### src/rtl/upc_pkg.sv
// Package for the URI percent codec: item types, character constants and
// the small character-class functions shared by the front and back parts.
// No dependencies.
`timescale 1ns / 1ps
`default_nettype none

package upc_pkg;

  // Configuration port geometry and register indexes
  localparam int unsigned UPC_PADDR_W     = 3;
  localparam int unsigned UPC_PDATA_W     = 32;
  localparam logic        UPC_REG_DECODE_MODE = 1'b0;

  // Default depth of the command queue between front and back
  localparam int unsigned UPC_QUEUE_DEPTH = 2;

  // Characters of interest
  localparam logic [7:0] PCT_CHAR = 8'h25;
  localparam logic [7:0] DOT_CHAR = 8'h2E;
  localparam logic [3:0] NIBBLE_MASK = 4'h0F;

  // Input and result items
  typedef struct packed {
    logic [7:0] data_byte;
    logic       end_of_string;
  } upc_in_t;

  typedef struct packed {
    logic [7:0] out_byte;
    logic       out_last;
  } upc_out_t;

  // One classified item: one to three result bytes, emitted from index 0
  typedef struct packed {
    logic [2:0][7:0] bytes;
    logic [1:0]      cnt;
    logic            last;
  } upc_cmd_t;

  // Queue status seen by the front and back parts
  typedef struct packed {
    logic full;
    logic empty;
  } upc_qstat_t;

  // Result of a hex digit lookup
  typedef struct packed {
    logic       ok;
    logic [3:0] val;
  } upc_hex_t;

  // Escape sequence decoder state
  typedef enum logic [1:0] {
    PH_IDLE  = 2'd0,
    PH_PCT   = 2'd1,
    PH_DIGIT = 2'd2
  } upc_phase_e;

  // Uppercase hex character of a nibble
  function automatic logic [7:0] hex_char(input logic [3:0] nib);
    logic [7:0] c;
    if (nib < 4'd10) begin
      c = 8'h30 + {4'h0, nib};
    end else begin
      c = 8'h37 + {4'h0, nib};
    end
    return c;
  endfunction

  // Hex digit value of a character, either case; 0xFF is never a digit
  function automatic upc_hex_t hex_value(input logic [7:0] c);
    upc_hex_t h;
    h = '0;
    if (c >= 8'h30 && c <= 8'h39) begin
      h.ok  = 1'b1;
      h.val = c[3:0];
    end else if ((c >= 8'h41 && c <= 8'h46) || (c >= 8'h61 && c <= 8'h66)) begin
      h.ok  = 1'b1;
      h.val = c[3:0] + 4'd9;
    end
    return h;
  endfunction

  // Bytes that pass through the encoder unchanged
  function automatic logic is_safe(input logic [7:0] c);
    return (c >= 8'h61 && c <= 8'h7A) || (c >= 8'h41 && c <= 8'h5A) ||
           (c >= 8'h30 && c <= 8'h39) || (c == DOT_CHAR);
  endfunction

endpackage

`default_nettype wire

### src/rtl/upc_front.sv
// Front part of the URI percent codec: accepts input items, classifies
// them, keeps the escape decoder state and pushes commands to the queue.
// Depends on upc_pkg.
`timescale 1ns / 1ps
`default_nettype none

module upc_front (
  input  wire logic               clk_i,
  input  wire logic               rst_ni,
  input  wire logic               in_valid_i,
  input  wire upc_pkg::upc_in_t   in_item_i,
  output logic                    in_stall_o,
  input  wire logic               decode_mode_i,
  input  wire logic               clear_i,
  input  wire upc_pkg::upc_qstat_t q_stat_i,
  output logic                    push_o,
  output upc_pkg::upc_cmd_t       push_cmd_o
);

  upc_pkg::upc_phase_e phase_q, phase_d;
  logic [7:0]          held_q, held_d;
  upc_pkg::upc_cmd_t   cmd;
  upc_pkg::upc_hex_t   hv_b, hv_held;
  logic [7:0]          b;
  logic                last;
  logic                accept;
  logic                pct_cont;

  assign b          = in_item_i.data_byte;
  assign last       = in_item_i.end_of_string;
  assign hv_b       = upc_pkg::hex_value(b);
  assign hv_held    = upc_pkg::hex_value(held_q);
  assign pct_cont   = (b == upc_pkg::PCT_CHAR) && !last;
  assign in_stall_o = q_stat_i.full;
  assign accept     = in_valid_i && !q_stat_i.full;

  always_comb begin
    cmd      = '0;
    cmd.last = last;
    phase_d  = phase_q;
    held_d   = held_q;
    if (!decode_mode_i) begin
      if (upc_pkg::is_safe(b)) begin
        cmd.bytes[0] = b;
        cmd.cnt      = 2'd1;
      end else begin
        cmd.bytes[0] = upc_pkg::PCT_CHAR;
        cmd.bytes[1] = upc_pkg::hex_char(b[7:4]);
        cmd.bytes[2] = upc_pkg::hex_char(b[3:0] & upc_pkg::NIBBLE_MASK);
        cmd.cnt      = 2'd3;
      end
    end else begin
      case (phase_q)
        upc_pkg::PH_PCT: begin
          if (hv_b.ok && !last) begin
            held_d  = b;
            phase_d = upc_pkg::PH_DIGIT;
          end else begin
            cmd.bytes[0] = upc_pkg::PCT_CHAR;
            if (pct_cont) begin
              cmd.cnt = 2'd1;
            end else begin
              cmd.bytes[1] = b;
              cmd.cnt      = 2'd2;
              phase_d      = upc_pkg::PH_IDLE;
            end
          end
        end
        upc_pkg::PH_DIGIT: begin
          held_d = '0;
          if (hv_b.ok) begin
            cmd.bytes[0] = {hv_held.val, hv_b.val};
            cmd.cnt      = 2'd1;
            phase_d      = upc_pkg::PH_IDLE;
          end else begin
            cmd.bytes[0] = upc_pkg::PCT_CHAR;
            cmd.bytes[1] = held_q;
            if (pct_cont) begin
              cmd.cnt = 2'd2;
              phase_d = upc_pkg::PH_PCT;
            end else begin
              cmd.bytes[2] = b;
              cmd.cnt      = 2'd3;
              phase_d      = upc_pkg::PH_IDLE;
            end
          end
        end
        default: begin
          if (pct_cont) begin
            phase_d = upc_pkg::PH_PCT;
          end else begin
            cmd.bytes[0] = b;
            cmd.cnt      = 2'd1;
            phase_d      = upc_pkg::PH_IDLE;
          end
        end
      endcase
    end
    // End of string: drop anything held
    if (last) begin
      phase_d = upc_pkg::PH_IDLE;
      held_d  = '0;
    end
  end

  assign push_o     = accept && (cmd.cnt != 2'd0);
  assign push_cmd_o = cmd;

  always_ff @(posedge clk_i or negedge rst_ni) begin
    if (!rst_ni) begin
      phase_q <= upc_pkg::PH_IDLE;
      held_q  <= '0;
    end else if (clear_i) begin
      phase_q <= upc_pkg::PH_IDLE;
      held_q  <= '0;
    end else if (accept) begin
      phase_q <= phase_d;
      held_q  <= held_d;
    end
  end

`ifndef NO_ASSERTIONS
  // Encode mode never leaves the decoder holding anything
  assert property (@(posedge clk_i) disable iff (!rst_ni)
    !decode_mode_i |=> (phase_q == upc_pkg::PH_IDLE) || $past(decode_mode_i))
    else $error("decoder state left in encode mode");

  // A digit is held only after a held percent sign
  assert property (@(posedge clk_i) disable iff (!rst_ni)
    (phase_q == upc_pkg::PH_DIGIT) && !$past(phase_q == upc_pkg::PH_DIGIT) |->
      $past(phase_q == upc_pkg::PH_PCT))
    else $error("hex digit held without percent sign");

  // An item marked last always produces a command
  assert property (@(posedge clk_i) disable iff (!rst_ni)
    accept && last |-> push_o)
    else $error("last item produced no result");
`endif

endmodule

`default_nettype wire

### src/rtl/upc_queue.sv
// Short command queue between the front and back parts of the URI percent
// codec. Depends on upc_pkg.
`timescale 1ns / 1ps
`default_nettype none

module upc_queue #(
  parameter int unsigned DEPTH = upc_pkg::UPC_QUEUE_DEPTH
) (
  input  wire logic               clk_i,
  input  wire logic               rst_ni,
  input  wire logic               push_i,
  input  wire upc_pkg::upc_cmd_t  push_cmd_i,
  input  wire logic               pop_i,
  output upc_pkg::upc_cmd_t       head_o,
  output upc_pkg::upc_qstat_t     stat_o
);

  localparam int unsigned PTR_W = $clog2(DEPTH);
  localparam int unsigned CNT_W = $clog2(DEPTH + 1);

  upc_pkg::upc_cmd_t mem [DEPTH];
  logic [PTR_W-1:0]  wr_ptr_q, rd_ptr_q;
  logic [CNT_W-1:0]  count_q;

  function automatic logic [PTR_W-1:0] next_ptr(input logic [PTR_W-1:0] p);
    logic [PTR_W-1:0] n;
    if (p == PTR_W'(DEPTH - 1)) begin
      n = '0;
    end else begin
      n = p + PTR_W'(1);
    end
    return n;
  endfunction

  assign stat_o.full  = (count_q == CNT_W'(DEPTH));
  assign stat_o.empty = (count_q == '0);
  assign head_o       = mem[rd_ptr_q];

  always_ff @(posedge clk_i) begin
    if (push_i) begin
      mem[wr_ptr_q] <= push_cmd_i;
    end
  end

  always_ff @(posedge clk_i or negedge rst_ni) begin
    if (!rst_ni) begin
      wr_ptr_q <= '0;
      rd_ptr_q <= '0;
      count_q  <= '0;
    end else begin
      if (push_i) begin
        wr_ptr_q <= next_ptr(wr_ptr_q);
      end
      if (pop_i) begin
        rd_ptr_q <= next_ptr(rd_ptr_q);
      end
      if (push_i && !pop_i) begin
        count_q <= count_q + CNT_W'(1);
      end else if (!push_i && pop_i) begin
        count_q <= count_q - CNT_W'(1);
      end
    end
  end

`ifndef NO_ASSERTIONS
  assert property (@(posedge clk_i) disable iff (!rst_ni)
    push_i |-> !stat_o.full)
    else $error("push into full queue");

  assert property (@(posedge clk_i) disable iff (!rst_ni)
    pop_i |-> !stat_o.empty)
    else $error("pop from empty queue");

  assert property (@(posedge clk_i) disable iff (!rst_ni)
    !stat_o.empty |-> (head_o.cnt != 2'd0))
    else $error("empty command at queue head");
`endif

endmodule

`default_nettype wire

### src/rtl/upc_back.sv
// Back part of the URI percent codec: emits the bytes of the command at the
// queue head one per cycle unless out_stall_i is high, and pops it after its
// final byte. Depends on upc_pkg.
`timescale 1ns / 1ps
`default_nettype none

module upc_back (
  input  wire logic                clk_i,
  input  wire logic                rst_ni,
  input  wire upc_pkg::upc_cmd_t   head_i,
  input  wire upc_pkg::upc_qstat_t q_stat_i,
  output logic                     pop_o,
  output logic                     out_valid_o,
  input  wire logic                out_stall_i,
  output upc_pkg::upc_out_t        out_item_o
);

  logic [1:0] idx_q;
  logic       final_byte;
  logic       take;

  assign out_valid_o = !q_stat_i.empty;
  assign final_byte  = (idx_q == head_i.cnt - 2'd1);
  assign take        = out_valid_o && !out_stall_i;
  assign pop_o       = take && final_byte;

  always_comb begin
    case (idx_q)
      2'd0:    out_item_o.out_byte = head_i.bytes[0];
      2'd1:    out_item_o.out_byte = head_i.bytes[1];
      default: out_item_o.out_byte = head_i.bytes[2];
    endcase
    out_item_o.out_last = head_i.last && final_byte;
  end

  always_ff @(posedge clk_i or negedge rst_ni) begin
    if (!rst_ni) begin
      idx_q <= '0;
    end else if (take) begin
      idx_q <= final_byte ? 2'd0 : idx_q + 2'd1;
    end
  end

`ifndef NO_ASSERTIONS
  assert property (@(posedge clk_i) disable iff (!rst_ni)
    out_valid_o |-> (idx_q < head_i.cnt))
    else $error("byte index beyond command length");

  assert property (@(posedge clk_i) disable iff (!rst_ni)
    out_valid_o && out_stall_i |=> $stable(idx_q))
    else $error("byte index moved while stalled");

  assert property (@(posedge clk_i) disable iff (!rst_ni)
    q_stat_i.empty |-> (idx_q == 2'd0))
    else $error("partial command left on empty queue");
`endif

endmodule

`default_nettype wire

### src/rtl/uri_percent_codec_unit.sv
// URI percent codec, top level: configuration port, front part, command
// queue and back part. Depends on upc_pkg, upc_front, upc_queue, upc_back.
//
// Usage:
//   Input channel (in_valid_i / in_stall_o / in_item_i) takes one source byte
//   an item, with end_of_string on the final byte of a string. Output channel
//   (out_valid_o / out_stall_i / out_item_o) gives one result byte an item,
//   out_last marking the final byte of the string.
//   decode_mode (APB byte address 0, bit 0) selects encode (0) or decode (1);
//   writing it discards any held escape bytes. Write it only when idle.
//   An accepted item's command is registered in the queue; its bytes are
//   offered from the queue head one byte a cycle while out_stall_i is low,
//   so an item with three results (an escape in encode mode, a broken
//   escape in decode mode) holds the output for all three bytes. In decode
//   mode a held percent sign or first hex digit gives no result at once.
//   Throughput: one input item a cycle while out_stall_i is low and each item
//   yields at most one byte; otherwise set by the single-byte output port. A
//   queue of QueueDepth commands decouples the sides; the input stalls only
//   when it is full, so the input keeps flowing while a result waits to be
//   taken. Reset: queue empty, encode mode, nothing held. While out_stall_i
//   is high the offered byte holds, the queue fills, then in_stall_o rises.
`timescale 1ns / 1ps
`default_nettype none

module uri_percent_codec_unit #(
  parameter int unsigned QueueDepth = upc_pkg::UPC_QUEUE_DEPTH
) (
  input  wire logic                              clk_i,
  input  wire logic                              rst_ni,
  // input channel
  input  wire logic                              in_valid_i,
  output logic                                   in_stall_o,
  input  wire upc_pkg::upc_in_t                  in_item_i,
  // output channel
  output logic                                   out_valid_o,
  input  wire logic                              out_stall_i,
  output upc_pkg::upc_out_t                      out_item_o,
  // configuration port
  input  wire logic                              psel,
  input  wire logic                              penable,
  input  wire logic                              pwrite,
  input  wire logic [upc_pkg::UPC_PADDR_W-1:0]   paddr,
  input  wire logic [upc_pkg::UPC_PDATA_W-1:0]   pwdata,
  output logic [upc_pkg::UPC_PDATA_W-1:0]        prdata,
  output logic                                   pready
);

  logic                decode_mode_q;
  logic                cfg_wr;
  logic                reg_hit;
  logic                push;
  logic                pop;
  upc_pkg::upc_cmd_t   push_cmd;
  upc_pkg::upc_cmd_t   head;
  upc_pkg::upc_qstat_t q_stat;

  // Register decode on the word index; low byte-address bits are ignored
  assign reg_hit = (paddr[upc_pkg::UPC_PADDR_W-1:2] == upc_pkg::UPC_REG_DECODE_MODE);
  assign cfg_wr  = psel && penable && pwrite && reg_hit;
  assign pready  = 1'b1;
  assign prdata  = reg_hit ? {{(upc_pkg::UPC_PDATA_W-1){1'b0}}, decode_mode_q} : '0;

  always_ff @(posedge clk_i or negedge rst_ni) begin
    if (!rst_ni) begin
      decode_mode_q <= 1'b0;
    end else if (cfg_wr) begin
      decode_mode_q <= pwdata[0];
    end
  end

  // Classify items and track escape state
  upc_front u_front (
    .clk_i        (clk_i),
    .rst_ni       (rst_ni),
    .in_valid_i   (in_valid_i),
    .in_item_i    (in_item_i),
    .in_stall_o   (in_stall_o),
    .decode_mode_i(decode_mode_q),
    .clear_i      (cfg_wr),
    .q_stat_i     (q_stat),
    .push_o       (push),
    .push_cmd_o   (push_cmd)
  );

  // Hold classified commands until the back part drains them
  upc_queue #(
    .DEPTH(QueueDepth)
  ) u_queue (
    .clk_i     (clk_i),
    .rst_ni    (rst_ni),
    .push_i    (push),
    .push_cmd_i(push_cmd),
    .pop_i     (pop),
    .head_o    (head),
    .stat_o    (q_stat)
  );

  // Emit result bytes one a cycle while out_stall_i is low
  upc_back u_back (
    .clk_i      (clk_i),
    .rst_ni     (rst_ni),
    .head_i     (head),
    .q_stat_i   (q_stat),
    .pop_o      (pop),
    .out_valid_o(out_valid_o),
    .out_stall_i(out_stall_i),
    .out_item_o (out_item_o)
  );

`ifndef NO_ASSERTIONS
  // A last byte always closes its command
  assert property (@(posedge clk_i) disable iff (!rst_ni)
    out_valid_o && !out_stall_i && out_item_o.out_last |-> pop)
    else $error("last byte without command pop");

  // The input stalls only because the queue is full
  assert property (@(posedge clk_i) disable iff (!rst_ni)
    in_stall_o |-> q_stat.full)
    else $error("input stalled with queue space");

  // Configuration write leaves the mode register as written
  assert property (@(posedge clk_i) disable iff (!rst_ni)
    cfg_wr |=> decode_mode_q == $past(pwdata[0]))
    else $error("mode register not updated");
`endif

endmodule

`default_nettype wire
### config.mk
export PLATFORM = sky130hd
export DESIGN_NAME = uri_percent_codec_unit
export DESIGN_NICKNAME = d
export VERILOG_FILES = /design/src/rtl/upc_pkg.sv /design/src/rtl/upc_front.sv /design/src/rtl/upc_queue.sv /design/src/rtl/upc_back.sv /design/src/rtl/uri_percent_codec_unit.sv
export SDC_FILE = /design/constraint.sdc
export NUM_CORES = 1
export LEC_CHECK = 0
export BUFFER_PORTS_ARGS = -buffer_cell sky130_fd_sc_hd__buf_2
export CORE_MARGIN = 4
export CORE_UTILIZATION = 30
export CTS_BUF_LIST = sky130_fd_sc_hd__clkbuf_8
export DETAILED_ROUTE_END_ITERATION = 10
export PLACE_DENSITY = 0.46
export SLEW_MARGIN = 20
export SYNTH_ARGS = -nofsm -noshare
export SYNTH_HDL_FRONTEND = slang
export SYNTH_SLANG_ARGS = --single-unit
### constraint.sdc
create_clock -name clk_i -period 3.7 [get_ports clk_i]
set_clock_uncertainty 0.05 [all_clocks]
set_input_delay 0.74 -clock clk_i [delete_from_list [all_inputs] [get_ports clk_i]]
set_output_delay 0.74 -clock clk_i [all_outputs]
set_load 0.01 [all_outputs]
==> results of run 1 <==
stage by stage:
stage	instance area (µm²)	hold slack, ns	cells	setup slack (ns)
6_report	4980	0.278	645	0.432
5_1_grt	4980	0.287	645	0.234
4_1_cts	4980	0.274	645	0.460
3_5_place_dp	4800	0.437	629	0.0981
3_3_place_gp	4800	0.429	629	0.0811
2_1_floorplan	4500	0.394	443	0.0154
report_power, final:
part | internal, mW | total, mW | switching, mW
combinational | 0.433 | 1.05 | 0.618
clock | 0.305 | 0.590 | 0.285
sequential | 1.07 | 1.14 | 0.0692
total | 1.81 | 2.78 | 0.972
cell usage after synthesis (all sizes together) (4+ instances only):
library cell	count
a21oi	15
inv	20
edfxtp	54
clkbuf	17
nor3	5
a21o	4
a22oi	8
nor2b	4
xnor2	8
a31oi	9
dfrtp	17
a211oi	10
a221o	7
o21ai	15
mux2i	5
o2111ai	5
or2	4
nor2	20
ha	18
nand2b	6
nand2	33
nand3	7
a22o	20
o22ai	4
buf	39
a32o	4
routing by layer:
| metal | up-vias | wire length [µm] | track usage | share of wire |
|---|---|---|---|---|
| met1 | 1603 | 5450 | 0.199 | 0.48 |
| met4 | 0 | 107 | 0.0414 | 0.0094 |
| met5 | - | 0 | 0 | 0 |
| met3 | 6 | 564 | 0.0228 | 0.050 |
| li1 | 1591 | - | - | - |
| met2 | 88 | 5270 | 0.216 | 0.46 |
layout by cell type, fill, tap and decap left out, drive strengths merged, types with 7 or more instances in the layout:
master  instances
a211oi         10
a21oi          15
a221o           7
a22o           20
a22oi           8
a31oi           9
buf            62
clkbuf          9
clkinv          7
conb           32
dfrtp          17
edfxtp         54
ha             18
inv            20
nand2          33
nand3           7
nor2           20
o21ai          15
xnor2           8
layout make-up:
cell class                 instances  area [µm²]
clock buffer                       9         124
multi-input combinational        295        2030
sequential                        71        2050
fill                            1436        9110
clock inverter                     7        63.8
timing repair buffer              62         418
tap                              180         225
inverter                          21        78.8
state kept, by name (all words and copies together), names as in the netlist:
name	cells
decode_mode_q	1
u_back.idx_q	2
u_front.held_q	8
u_front.phase_q	2
u_queue.count_q	2
u_queue.mem	54
u_queue.rd_ptr_q	1
u_queue.wr_ptr_q	1
critical path, cell delays in order:
cell	delay, ns
buf_2	0.14
inv_1	0.07
ha_1	0.20
nor4b_1	0.14
buf_4	0.15
a2111oi_1	0.50
a222oi_1	0.20
buf_4	0.22
o21a_1	0.24
a21oi_2	0.24
and2_2	0.21
buf_12	0.19
cell families (layout without fill, tap and decap cells):
kind of cell / after synthesis / count (layout) / synth area share
buffers and inverters: 77 / 99 / 0.0980
multiplexers: 7 / 7 / 0.0166
adder cells (fa/ha/maj): 18 / 18 / 0.0514
AND/OR/NAND/NOR: 101 / 101 / 0.121
flip-flops: 71 / 71 / 0.467
other: 2 / 32 / 0.00171
XOR/XNOR: 11 / 11 / 0.0220
AO/OA/AOI/OAI: 126 / 126 / 0.222
worst max path at each step:
stage	depth (start not counted)	to	start	slack, ns
after CTS	12	u_queue.mem[0][13]	in_item_i[1]	0.46
after detailed placement	12	u_queue.mem[0][4]	in_item_i[1]	0.1
after floorplan	10	u_queue.mem[0][0]	in_item_i[2]	0.02
after global placement	12	u_queue.mem[0][4]	in_item_i[1]	0.08
after global routing	12	u_queue.mem[1][12]	in_item_i[1]	0.23
final	12	u_queue.mem[1][13]	in_item_i[1]	0.43
==> flow_summary.ini, run 1 <==
[placed_design]
routabilityCongestion = 0.856
dp_hpwl_um = 8440
io_buffers = 29

[setup_path]
reg2reg_from = u_front.phase_q[0]
r2r_cells = 7
worstSetupEndpointType = register
required_ns = 3.69
crit_arrival_ns = 3.26
crit_fanout = 27
rrSetupSlack_ns = 1.00
path_class = in2reg
r2r-end = u_queue.mem[1][13]
startpoint_type = primary input

[layout]
area_delta_synth_final_pct = 13.8
nets = 529
post-route-util = 0.354
layout-drive-gt1-share = 0.194
num_antenna_cells = 0

[cts]
holdBufCountCts = 0
cts_resized = 0
cts_setup_buffers = 0
htree_levels = 3
clk_path_buf_depth = 2
tritoncts = done
clkSinkCount = 71
cts_buffers = 9
cts.clk_slew.worst_paths_ns = 0.07
clk_latency_ns = 0.34
cts-root-buf = clkbuf_8

[floorplan]
dieArea_mm2 = 0.0166
start_util = 0.311
rows = 43
die_w_um = 129
die_y_um = 129
io_pins = 95
core_area_mm2 = 0.0141

[sta]
slew_headroom = 0.631
timing.fmax_mhz = 306
slew_violations = 0
fin_tns_setup_ns = 0
period_needed_ns = 3.27
rsz0062_at_grt = false
worstMarginPinSlew_ns = 0.552
setup_violations = 0
hold_viol = 0
fin_crit_sh = 0.883

[synth]
synth_edf_count = 54
ys_types = 71
netlist_instances = 413
synth_top_cell_area_share = 0.370
seq_area_frac_synth = 0.467
yosysWarnings = 0
syn_area_mm2 = 0.00438
ys_async_sr_fraction = 0.239
yosys.area.top_type = edfxtp_1
synth-seq-cells = 71
postSynthAreaPerCell_um2 = 10.6
synthFlopType = edfxtp_1
synthTopCellsByArea = edfxtp_1 (37%), dfrtp_1 (9.7%), buf_4 (5.5%)

[run]
cap_violations = 0

[power]
ir_drop_mv = 0.161
p_per_area_mw_per_mm2 = 559
total_power_mw = 2.78
p_leak_nw = 1.99

[global_route]
grt_max_degree = 28
grt_pass1_wl_um = 18000
grtUsageTotal = 0.139
grt_pass1_vias = 3228
grt_antenna_before_repair = 0
overflow = 0

[detailed_routing]
wl_um = 11400
drt_iter0_markers = 275
firstDrtPassIters = 5
via_per_inst = 5.10
num_vias = 3288
postRouteAntennaNets = 0
wl_per_cell_um = 17.7
drc = 0

[status]
outcome = complete, no violations

[min_path]
hp-class = in2async
(Power assumes the default switching activity.)
==> inputs of run 2 (changes only) <==
--- a/config.mk
+++ b/config.mk
@@ -6,6 +6,7 @@
 export NUM_CORES = 1
 export LEC_CHECK = 0
 export BUFFER_PORTS_ARGS = -buffer_cell sky130_fd_sc_hd__buf_2
+export CORE_ASPECT_RATIO = 1.25
 export CORE_MARGIN = 4
 export CORE_UTILIZATION = 30
 export CTS_BUF_LIST = sky130_fd_sc_hd__clkbuf_8
==> run 2 against run 1 <==
Effect of this change:
- cell count is 0.78% higher
- combinational power about the same
- global-route usage up 0.75 points
- non-clock buffer count is 7 higher
- register-to-register slack better by 0.08 ns
- total power grew 0.15%
- hold slack worse by 0.0079 ns
- critical endpoint is now u_queue.mem[0][8]
==> flow_summary.ini, run 2 (same netlist as run 1, synthesis figures left out) <==
[status]
outcome = complete, no violations

[detailed_routing]
via_per_inst = 5.10
drt_iter0_markers = 171
firstDrtPassIters = 4
wl_um = 11500
postRouteAntennaNets = 0
wl_per_cell_um = 17.6
num_vias = 3316
drc = 0

[sta]
period_needed_ns = 3.37
fin_crit_sh = 0.911
hold_viol = 0
fin_tns_setup_ns = 0
slew_headroom = 0.637
worstMarginPinSlew_ns = 0.538
setup_violations = 0
rsz0062_at_grt = false
slew_violations = 0
timing.fmax_mhz = 297

[min_path]
hp-class = in2async

[placed_design]
dp_hpwl_um = 8850
routabilityCongestion = 0.839
io_buffers = 29
place_area_mm2 = 0.00485

[setup_path]
required_ns = 3.68
crit_fanout = 5
reg2reg_from = u_front.phase_q[1]
startpoint_type = primary input
startpoint = in_item_i[1]
worstSetupEndpointType = register
crit_arrival_ns = 3.35
path_class = in2reg

[power]
ir_drop_mv = 0.188
p_leak_nw = 2.02
p_per_area_mw_per_mm2 = 554
total_power_mw = 2.79

[cts]
htree_levels = 3
clk_path_buf_depth = 2
clkSinkCount = 71
clk_latency_ns = 0.35
cts_setup_buffers = 0
tritoncts = done
cts-root-buf = clkbuf_8
cts_resized = 0
cts.clk_slew.worst_paths_ns = 0.08
holdBufCountCts = 0
cts_buffers = 9

[layout]
nets = 536
reg_top3 = u_queue.mem: 54 flops, u_front.held_q: 8 flops
post-route-util = 0.351
final_common_cell = edfxtp_1
num_antenna_cells = 0
finalInstanceArea_mm2 = 0.00504
final_cell_mix = edfxtp_1 (54), buf_4 (38), nand2_1 (33)
largest_register_ffs = 54
area_delta_synth_final_pct = 15.0
largest_register = u_queue.mem
layout-drive-gt1-share = 0.210

[run]
cap_violations = 0

[global_route]
grt_max_degree = 28
grt_antenna_before_repair = 0
overflow = 0
grt_pass1_wl_um = 18900
grt_pass1_vias = 3462
grtUsageTotal = 0.146

[floorplan]
die_w_um = 116
core_area_mm2 = 0.0143
rows = 49
start_util = 0.305
dieArea_mm2 = 0.0166
io_pins = 95
die_y_um = 143
-- run 2: critical path, cell delays in order --
cell and delay (ns):
buf_2 0.10, inv_1 0.05, ha_1 0.20, nor4b_1 0.15, buf_4 0.15, a2111oi_1 0.50
a222oi_1 0.26, buf_4 0.21, buf_4 0.14, a211o_4 0.35, a211oi_1 0.24, o221ai_1 0.26
-- run 2: power by group --
part	internal, mW	switching, mW
clock network	0.306	0.293
logic	0.434	0.614
registers	1.07	0.0677
total	1.81	0.975
-- run 2: through the flow --
stage          hold slack [ns]  worst slack (ns)  cells
2_1_floorplan            0.394            0.0154    443
3_3_place_gp             0.423          -0.00312    634
3_5_place_dp             0.434           -0.0429    634
4_1_cts                  0.272             0.349    650
5_1_grt                  0.289             0.145    650
6_report                 0.270             0.329    650
-- run 2: final timing paths --
kind / slack, ns / cells past startpoint / endpoint
max: 0.33 / 12 / u_queue.mem[0][8]
min reg2reg: 0.45 / 1 / u_queue.count_q[1]
min: 0.27 / 1 / u_front.phase_q[1]
max reg2reg: 1.08 / 9 / u_queue.count_q[1]
min in group clk_i: 0.45 / 1 / u_queue.count_q[1]
max in group asynchronous: 3.01 / 1 / u_back.idx_q[1]
-- run 2: cell type report --
class / count / area (µm²)
Fill cell: 1511 / 9310
Inverter: 21 / 78.8
Timing Repair Buffer: 69 / 470
Tap cell: 178 / 223
Multi-Input combinational cell: 295 / 2030
Clock buffer: 9 / 124
Sequential cell: 71 / 2050
Clock inverter: 7 / 66.3
-- run 2: routing by layer --
metal / global-route usage / wire, µm / vias to the layer above
met5: 0 / 0 / -
met1: 0.180 / 4870 / 1613
met3: 0.0267 / 380 / 20
met4: 0.0635 / 284 / 0
li1: - / - / 1597
met2: 0.250 / 5930 / 86
==> inputs of run 3 (changes only) <==
--- a/config.mk
+++ b/config.mk
@@ -11,8 +11,7 @@
 export CORE_UTILIZATION = 30
 export CTS_BUF_LIST = sky130_fd_sc_hd__clkbuf_8
 export DETAILED_ROUTE_END_ITERATION = 10
-export PLACE_DENSITY = 0.46
-export SLEW_MARGIN = 20
+export SLEW_MARGIN = 10
 export SYNTH_ARGS = -nofsm -noshare
 export SYNTH_HDL_FRONTEND = slang
 export SYNTH_SLANG_ARGS = --single-unit
==> run 3 against run 2 <==
Effect of this change:
- routed wire length fell by 5.9%
- combinational power barely moved
- clock power rose by 19%
- critical endpoint is now u_queue.mem[1][8]
- sequential power barely moved
==> flow_summary.ini, run 3 (same netlist as run 1, synthesis figures left out) <==
[global_route]
grt_pass1_vias = 3307
grtUsageTotal = 0.133
grt_pass1_wl_um = 17300
overflow = 0
grt_max_degree = 27
grt_antenna_before_repair = 0

[power]
ir_drop_mv = 0.183
p_leak_nw = 1.98
p_per_area_mw_per_mm2 = 582

[layout]
final_common_cell = edfxtp_1
reg_top3 = u_queue.mem: 54 flops, u_front.held_q: 8 flops
post-route-util = 0.348
layout-drive-gt1-share = 0.187
num_antenna_cells = 0
largest_register_ffs = 54
final_cell_mix = edfxtp_1 (54), nand2_1 (33), conb_1 (32)
stdcell_count = 637
nets = 524
num-fill-cells = 1479
area_delta_synth_final_pct = 13.9
largest_register = u_queue.mem

[sta]
layout_setup_ws_ns = 0.363
slew_headroom = 0.626
setup_violations = 0
fin_crit_sh = 0.902
period_needed_ns = 3.34
holdWs_ns = 0.259
fin_tns_setup_ns = 0
rsz0062_at_grt = false
hold_viol = 0
slew_violations = 0
timing.fmax_mhz = 300
worstMarginPinSlew_ns = 0.554

[cts]
cts.clk_slew.worst_paths_ns = 0.07
clk_path_buf_depth = 2
htree_levels = 3
cts_resized = 0
clkSinkCount = 71
cts-root-buf = clkbuf_8
cts_setup_buffers = 0
holdBufCountCts = 0
clk_latency_ns = 0.34
tritoncts = done
cts_buffers = 9

[detailed_routing]
via_per_inst = 5.28
postRouteAntennaNets = 0
drc = 0
drt_iter0_markers = 244
num_vias = 3361
wl_per_cell_um = 16.9
wl_um = 10800
firstDrtPassIters = 6

[placed_design]
placedCellCount = 622
io_buffers = 29
dp_slack_ns = 0.0301
routabilityCongestion = 0.833
dp_hpwl_um = 8070

[min_path]
hp-class = in2async

[setup_path]
path_class = in2reg
crit_arrival_ns = 3.31
worstSetupEndpointType = register
required_ns = 3.67
crit_fanout = 9
startpoint_type = primary input

[floorplan]
core_area_mm2 = 0.0143
die_y_um = 143
start_util = 0.305
rows = 49
die_w_um = 116
dieArea_mm2 = 0.0166
io_pins = 95

[status]
outcome = complete, no violations

[run]
cap_violations = 0
[run 3: changes by cell type in the layout (fill, tap and decap cells not counted)]
| cell | before | now |
|---|---|---|
| buf_4 | 38 | 26 |
| clkinvlp_4 | 3 | 1 |
| inv_1 | 21 | 20 |
| clkinv_4 | 0 | 1 |
| bufinv_16 | 1 | 3 |
| clkinv_1 | 1 | 2 |
| clkinv_2 | 2 | 0 |
[run 3: report_power, final]
part           internal (mW)  switching, mW  total, mW
sequential              1.07         0.0687       1.14
clock                  0.442          0.273      0.715
combinational          0.422          0.623       1.05
total                   1.94          0.965       2.90
[run 3: final cells by class]
cell class,count,area (µm²),share of cell area
tap,178,223,0.0446
inverter,21,78.8,0.0158
clock buffer,9,124,0.0248
sequential,71,2050,0.410
multi-input combinational,295,2030,0.406
timing repair buffer,57,380,0.0762
clock inverter,6,110,0.0221
[run 3: worst paths after layout]
kind	slack, ns	start	endpoint	depth (start not counted)
min reg2reg	0.45	u_queue.count_q[1]	u_queue.count_q[1]	1
max in group asynchronous	3.06	rst_ni	u_front.held_q[4]	1
max	0.36	in_item_i[1]	u_queue.mem[1][8]	11
min	0.26	rst_ni	u_front.phase_q[1]	1
min in group clk_i	0.45	u_queue.count_q[1]	u_queue.count_q[1]	1
max reg2reg	1.05	u_front.phase_q[0]	u_queue.mem[0][16]	7
[run 3: worst max-delay path: stages]
cell       delay, ns
buf_2           0.10
inv_1           0.06
ha_1            0.21
nor4b_1         0.14
buf_4           0.14
a2111oi_1       0.56
a222oi_1        0.26
buf_4           0.23
a211o_4         0.36
a211oi_1        0.24
o221ai_1        0.27
[run 3: per-layer routing]
layer	routed length, µm	vias up	track usage
li1	-	1579	-
met1	4300	1656	0.153
met2	5780	105	0.244
met3	432	21	0.0229
met4	272	0	0.0507
met5	0	-	0
[run 3: stage by stage]
step	cell area (µm²)	total power, mW
final	4990	2.90
after global routing	4990	3.07
after CTS	4990	2.93
after detailed placement	4760	2.22
after global placement	4760	2.18
after floorplan	4500	1.84
